==> src/swrf_pkg.sv <==
// Package for the sliding-window rank filter: shared constants, register
// indexes and the command/status structs between controller and datapath.
// Depends on nothing.
package swrf_pkg;

   localparam int WINDOW_MAX_DEF  = 64;
   localparam int SAMPLE_BITS_DEF = 32;

   localparam int REG_BITS       = 7;
   localparam int CSR_INDEX_BITS = 8;
   localparam int CSR_DATA_BITS  = 32;

   localparam logic [CSR_INDEX_BITS-1:0] REG_WINDOW_LENGTH = CSR_INDEX_BITS'(0);
   localparam logic [CSR_INDEX_BITS-1:0] REG_RANK_SELECT   = CSR_INDEX_BITS'(1);

   localparam logic [REG_BITS-1:0] WINDOW_LENGTH_RESET = REG_BITS'(16);
   localparam logic [REG_BITS-1:0] RANK_SELECT_RESET   = REG_BITS'(8);

   // Commands from the controller to the datapath.
   typedef struct packed {
      logic accept;        // latch the incoming sample and classify it
      logic load_result;   // move the result into the output register
      logic stream_start;  // clear merge counters and fetch sorted entry zero
      logic stream_step;   // one merge step of the sorted copy
      logic commit;        // swap sorted banks and update window pointers
   } ctrl_cmd_type;

   // Status from the datapath to the controller.
   typedef struct packed {
      logic differs;       // latched sample differs from the last appended one
      logic stream_done;   // every entry of the new sorted copy is written
      logic out_stall;     // output register holds a result not yet taken
   } dp_status_type;

endpackage

==> src/swrf_ctrl.sv <==
// Controller of the rank filter: sequences accept, result, and the merge
// pass that rebuilds the sorted copy. Depends on swrf_pkg.
module swrf_ctrl import swrf_pkg::*; (
   input  logic          clock,
   input  logic          reset,
   input  logic          req_valid,
   output logic          req_ready,
   input  dp_status_type status,
   output ctrl_cmd_type  cmd
);

   typedef enum logic [2:0] {
      S_IDLE,
      S_RESULT,
      S_PRIME,
      S_STREAM,
      S_FINISH
   } state_type;

   state_type state_ff, state_in;
   logic      ready_ff;

   always_comb begin
      state_in = state_ff;
      cmd      = '0;
      case (state_ff)
         S_IDLE: begin
            cmd.accept = req_valid & ready_ff;
            if (cmd.accept) begin
               state_in = S_RESULT;
            end
         end
         S_RESULT: begin
            if (!status.out_stall) begin
               cmd.load_result = 1'b1;
               state_in        = status.differs ? S_PRIME : S_IDLE;
            end
         end
         S_PRIME: begin
            cmd.stream_start = 1'b1;
            state_in         = S_STREAM;
         end
         S_STREAM: begin
            if (status.stream_done) begin
               state_in = S_FINISH;
            end else begin
               cmd.stream_step = 1'b1;
            end
         end
         S_FINISH: begin
            cmd.commit = 1'b1;
            state_in   = S_IDLE;
         end
         default: begin
            state_in = S_IDLE;
         end
      endcase
   end

   always_ff @(posedge clock) begin
      if (reset) begin
         state_ff <= S_IDLE;
         ready_ff <= 1'b1;
      end else begin
         state_ff <= state_in;
         ready_ff <= (state_in == S_IDLE);
      end
   end

   assign req_ready = ready_ff;

endmodule

==> config.mk <==
export PLATFORM = sky130hd
export DESIGN_NAME = swrf_ctrl
export DESIGN_NICKNAME = d
export VERILOG_FILES = /design/src/swrf_pkg.sv /design/src/swrf_ctrl.sv
export SDC_FILE = /design/constraint.sdc
export NUM_CORES = 1
export LEC_CHECK = 0
export ABC_CLOCK_PERIOD_IN_PS = 1200
export BUFFER_PORTS_ARGS = -buffer_cell sky130_fd_sc_hd__buf_2
export CELL_PAD_IN_SITES_DETAIL_PLACEMENT = 1
export CELL_PAD_IN_SITES_GLOBAL_PLACEMENT = 1
export CORE_AREA = 2 2 39 41
export DETAILED_ROUTE_END_ITERATION = 7
export DIE_AREA = 0 0 41 43
export PLACE_DENSITY_LB_ADDON = 0.2
export SLEW_MARGIN = 5
export SYNTH_ARGS = -nofsm -noshare
export SYNTH_HDL_FRONTEND = slang
export SYNTH_SLANG_ARGS = --single-unit
export TNS_END_PERCENT = 5
==> constraint.sdc <==
create_clock -name clock -period 1.2 [get_ports clock]
set_input_delay 0.06 -clock clock [delete_from_list [all_inputs] [get_ports clock]]
set_output_delay 0.06 -clock clock [all_outputs]
set_load 0.005 [all_outputs]
; Yosys cells after proc, flatten, opt, wreduce, memory -nomap -nowiden
; Index checks and enable logic that the tools add are counted.
[word_totals]
ff_bits = 4
in_bits = 6
out_inout_bits = 6
wordCells = 21
[op_classes]
n_eq_ne = 4
mux = 12
bitwise = 1
n_reduce_logical = 2
[ops]
columns = operator, n
row1 = case mux 3 bit (4 select lines), 1
row2 = two-way mux 3 bit, 3
row3 = two-way mux 1 bit, 7
row4 = "equality test 3 x 2 -> 1 bit, second input constant", 2
row5 = logical NOT 3 bit, 2
row6 = "equality test 3 x 1 -> 1 bit, second input constant", 1
row7 = "equality test 3 bit, second input constant", 1
row8 = two-way mux 2 bit, 1
row9 = AND 1 bit, 1

; Logic depth before layout (Yosys ltp)
[logic_depth]
depth_word = 4
mapped_depth = 3

; Worst setup path before layout
; Ideal clock, no wire load.
[synth_path]
kind = reg2reg
startpoint = reg state_ff[0]
endpoint = reg ready_ff (netlist: req_ready)
setup_ns = 0.096
t_arrival_ns = 0.998
required_ns = 1.104
slack_ns = 0.106
path_stages_with_launch = 4
n_path_buf = 0
synth_period_minus_slack_ns = 1.094
path_cell_list = dfxtp_1 nor3b_1 a22o_1 o41ai_2
[synth_between]
elab_chain_cells = 3
[synth_rtl]
columns = item, line_no
row1 = from (decl), swrf_ctrl.sv:20  ; state_type state_ff, state_in;
row2 = from (signal assigned), swrf_ctrl.sv:65  ; state_ff <= state_in;
row3 = "equality test 3 x 2 -> 1 bit, or another cell as far along", swrf_ctrl.sv:26  ; case (state_ff)
row4 = case mux 3 bit (4 select lines) (*), swrf_ctrl.sv:26
row5 = logical NOT 3 bit (*), swrf_ctrl.sv:66  ; ready_ff <= (state_in == S_IDLE);
row6 = to (signal assigned), swrf_ctrl.sv:66
row7 = to (decl), swrf_ctrl.sv:21  ; logic ready_ff;
; Every way passes the cells marked *; elsewhere a longest branch is shown, timed or not.
; A chain may end at the register's enable or synchronous reset.

; Final worst setup path
; Ends and elaborated chain as after synthesis.

==> results.py <==
metrics = {
    "outcome": {
        "status": "complete, no violations",
    },
    "logic_synthesis": {
        "syn_inst": 22,
        "ys_ff_latch": 4,
        "synth.distinct_cells": 13,
        "synth_fa_ha_area_frac": 0,
        "muxShareOfSynthArea": 0,
        "synth_compound_area_frac": 0.186,
        "syn_area_per_cell_um2": 9.78,
        "synth-simple-area-share": 0.442,
        "synth_area_um2": 215,
        "synth-seq-area-share": 0.372,
        "synth_top_family_by_area": "simple AND/OR/NAND/NOR gates",
        "syn-num-nets": 28,
        "synthXorXnorAreaFrac": 0,
        "yosys_warnings": 0,
    },
    "hold_path": {
        "hold_class": "in2reg",
    },
    "placement": {
        "port_buffers": 11,
        "dp.cells": 51,
        "gp_congestion": 0.632,
        "dp_hpwl_um": 480,
    },
    "final_layout": {
        "final_common_cell": "buf_2",
        "layout.area.seq_um2": 83.8,
        "area.growth.synth_to_final_pct": 62.8,
        "final_cell_mix": "11 x buf_2, 3 x clkbuf_4, 3 x dfxtp_2",
        "drive_above_1_share": 0.632,
        "final_cells": 54,
        "multi_input_area_um2": 154,
        "fillers": 170,
        "layout.nets": 46,
        "diodes": 0,
    },
    "worst_setup_path": {
        "crit_end": "req_ready",
        "cp_data_required_time_ps": 1330,
        "worstReg2RegEnd": "req_ready",
        "r2r_slack_ps": 40,
        "crit_fanout": 6,
        "ff2ff_path_depth": 3,
        "critPathKind": "reg2reg",
        "crit_start": "state_ff[0]",
        "arrival_ps": 1290,
        "cp-start-kind": "flip-flop",
        "worstSetupEndpointType": "flip-flop",
        "worstReg2RegStart": "state_ff[0]",
    },
    "clock_tree": {
        "cts_buffers": 3,
        "insertion_delay_ps": 230,
        "root_buffer": "clkbuf_4",
        "clkTransAtPathRegs_ps": 40,
        "cts.sinks": 4,
        "htree_levels": 1,
        "postCtsSetupBuffers": 0,
        "clock_path_buffers": 2,
        "cts_tree": "done",
    },
    "global_routing": {
        "grt_usage": 0.0844,
        "overflow": 0,
        "grt_max_degree": 7,
        "antenna_found_initial": 0,
        "grt_pass1_vias": 250,
        "grt_first_pass_wirelength_um": 959,
    },
    "floorplanning": {
        "die_area_um2": 1760,
        "start_util": 0.156,
        "core_um2": 1380,
        "rows": 14,
        "die_height_um": 43,
        "ios": 12,
        "die_w_um": 41,
    },
    "detailed_routing": {
        "drt_first_pass_iters": 1,
        "drcViolationCount": 0,
        "ant_nets": 0,
        "wire_per_inst_um": 10.8,
        "first_iter_violations": 0,
        "vias": 227,
        "wl_um": 582,
        "via_per_inst": 4.20,
    },
    "power_and_ir_drop": {
        "ir_drop_v": 0.000310,
        "power.density_nw_per_um2": 1140,
        "p_leak_nw": 0.170,
    },
    "sta": {
        "setup_tns_ps": 0,
        "finalClockSkew_ps": 2.46,
        "hold_violations": 0,
        "timing.final.crit_share": 0.963,
        "post-route-min-period_ps": 1160,
        "fmax_mhz": 865,
        "tightest_slew_ps": 326,
        "maxSlewHeadroom": 0.782,
        "setup_viol": 0,
        "rsz0062_at_grt": "true",
        "slew_violations": 0,
    },
    "run": {
        "max_cap_viol_count": 0,
    },
}
[cells by family (layout without fill, tap and decap cells)]
logic type | Yosys count | after routing
and+or+nand+nor | 14 | 14
buffers and inverters | 0 | 16
AOI/OAI and AO/OA | 4 | 4
DFF | 4 | 4
[registers in the layout, indices dropped and copies added, names as in the netlist]
name       count
req_ready      1
state_ff       3
[worst max-delay path, stage by stage, from the launching register on]
cell and delay, ps:
dfxtp_2 330, nor3b_2 170, a22o_1 260, o41ai_2 300
[where the power goes]
part           internal (W)  switching (W)  total [W]  leakage [nW]
combinational     0.0000473      0.0000355  0.0000828         0.122
clock              0.000111      0.0000479   0.000159        0.0138
sequential         0.000146      0.0000120   0.000158        0.0341
total              0.000305      0.0000954   0.000400         0.170
[how the worst min path moves through the flow]
stage,startpoint,to,slack [ps],depth (start not counted)
global placement,reset,state_ff[2],280,2
floorplan,status[1],cmd[1],150,1
global route,reset,state_ff[2],40,2
detailed placement,reset,state_ff[2],280,2
finish,reset,state_ff[2],30,2
CTS,reset,state_ff[2],20,2
[layer usage]
layer / routed length [um] / vias up / share of wire / track usage
met2: 339 / 5 / 0.58 / 0.131
met3: 29 / 0 / 0.050 / 0.0157
met5: 0 / - / 0 / 0
met1: 213 / 109 / 0.37 / 0.0774
met4: 0 / 0 / 0 / 0.100
li1: - / 113 / - / -
[synth_stat cells]
library cell	count	area, um2
and4bb_1	1	12.5
nand2_1	2	7.51
nor2b_1	3	18.8
nor2_1	2	7.51
a21o_1	1	7.51
nor4_2	1	12.5
nand3b_1	1	7.51
o41ai_2	1	16.3
and2_1	1	6.26
a22o_1	1	8.76
dfxtp_1	4	80.1
o21a_1	1	7.51
nor3b_1	3	22.5
[area by class of cell]
class / count / share of cell area
flip-flops and latches: 4 / 0.239
well taps: 16 / 0.0571
clock buffers: 3 / 0.0643
multi-input cells: 18 / 0.439
repair buffers: 13 / 0.200
[metrics by stage]
stage          total power [W]  hold WS, ps  cell area, um2   util  setup slack, ps
4_1_cts               0.000411         22.5             342  0.247            -63.0
5_1_grt               0.000432         36.4             350  0.253            -37.7
6_report              0.000400         28.7             350  0.253             44.1
3_5_place_dp          0.000233          276             305  0.221             13.6
2_1_floorplan         0.000196          151             215      -              106
3_3_place_gp          0.000232          278             305  0.221             32.0
[what timing repair did]
item,4_1_cts,5_1_grt
setup endpoints to repair,3,5
resized for setup,4,3
hold buffers,0,0
pin swaps,1,0
Note: power is estimated with default switching activity, not from simulation.
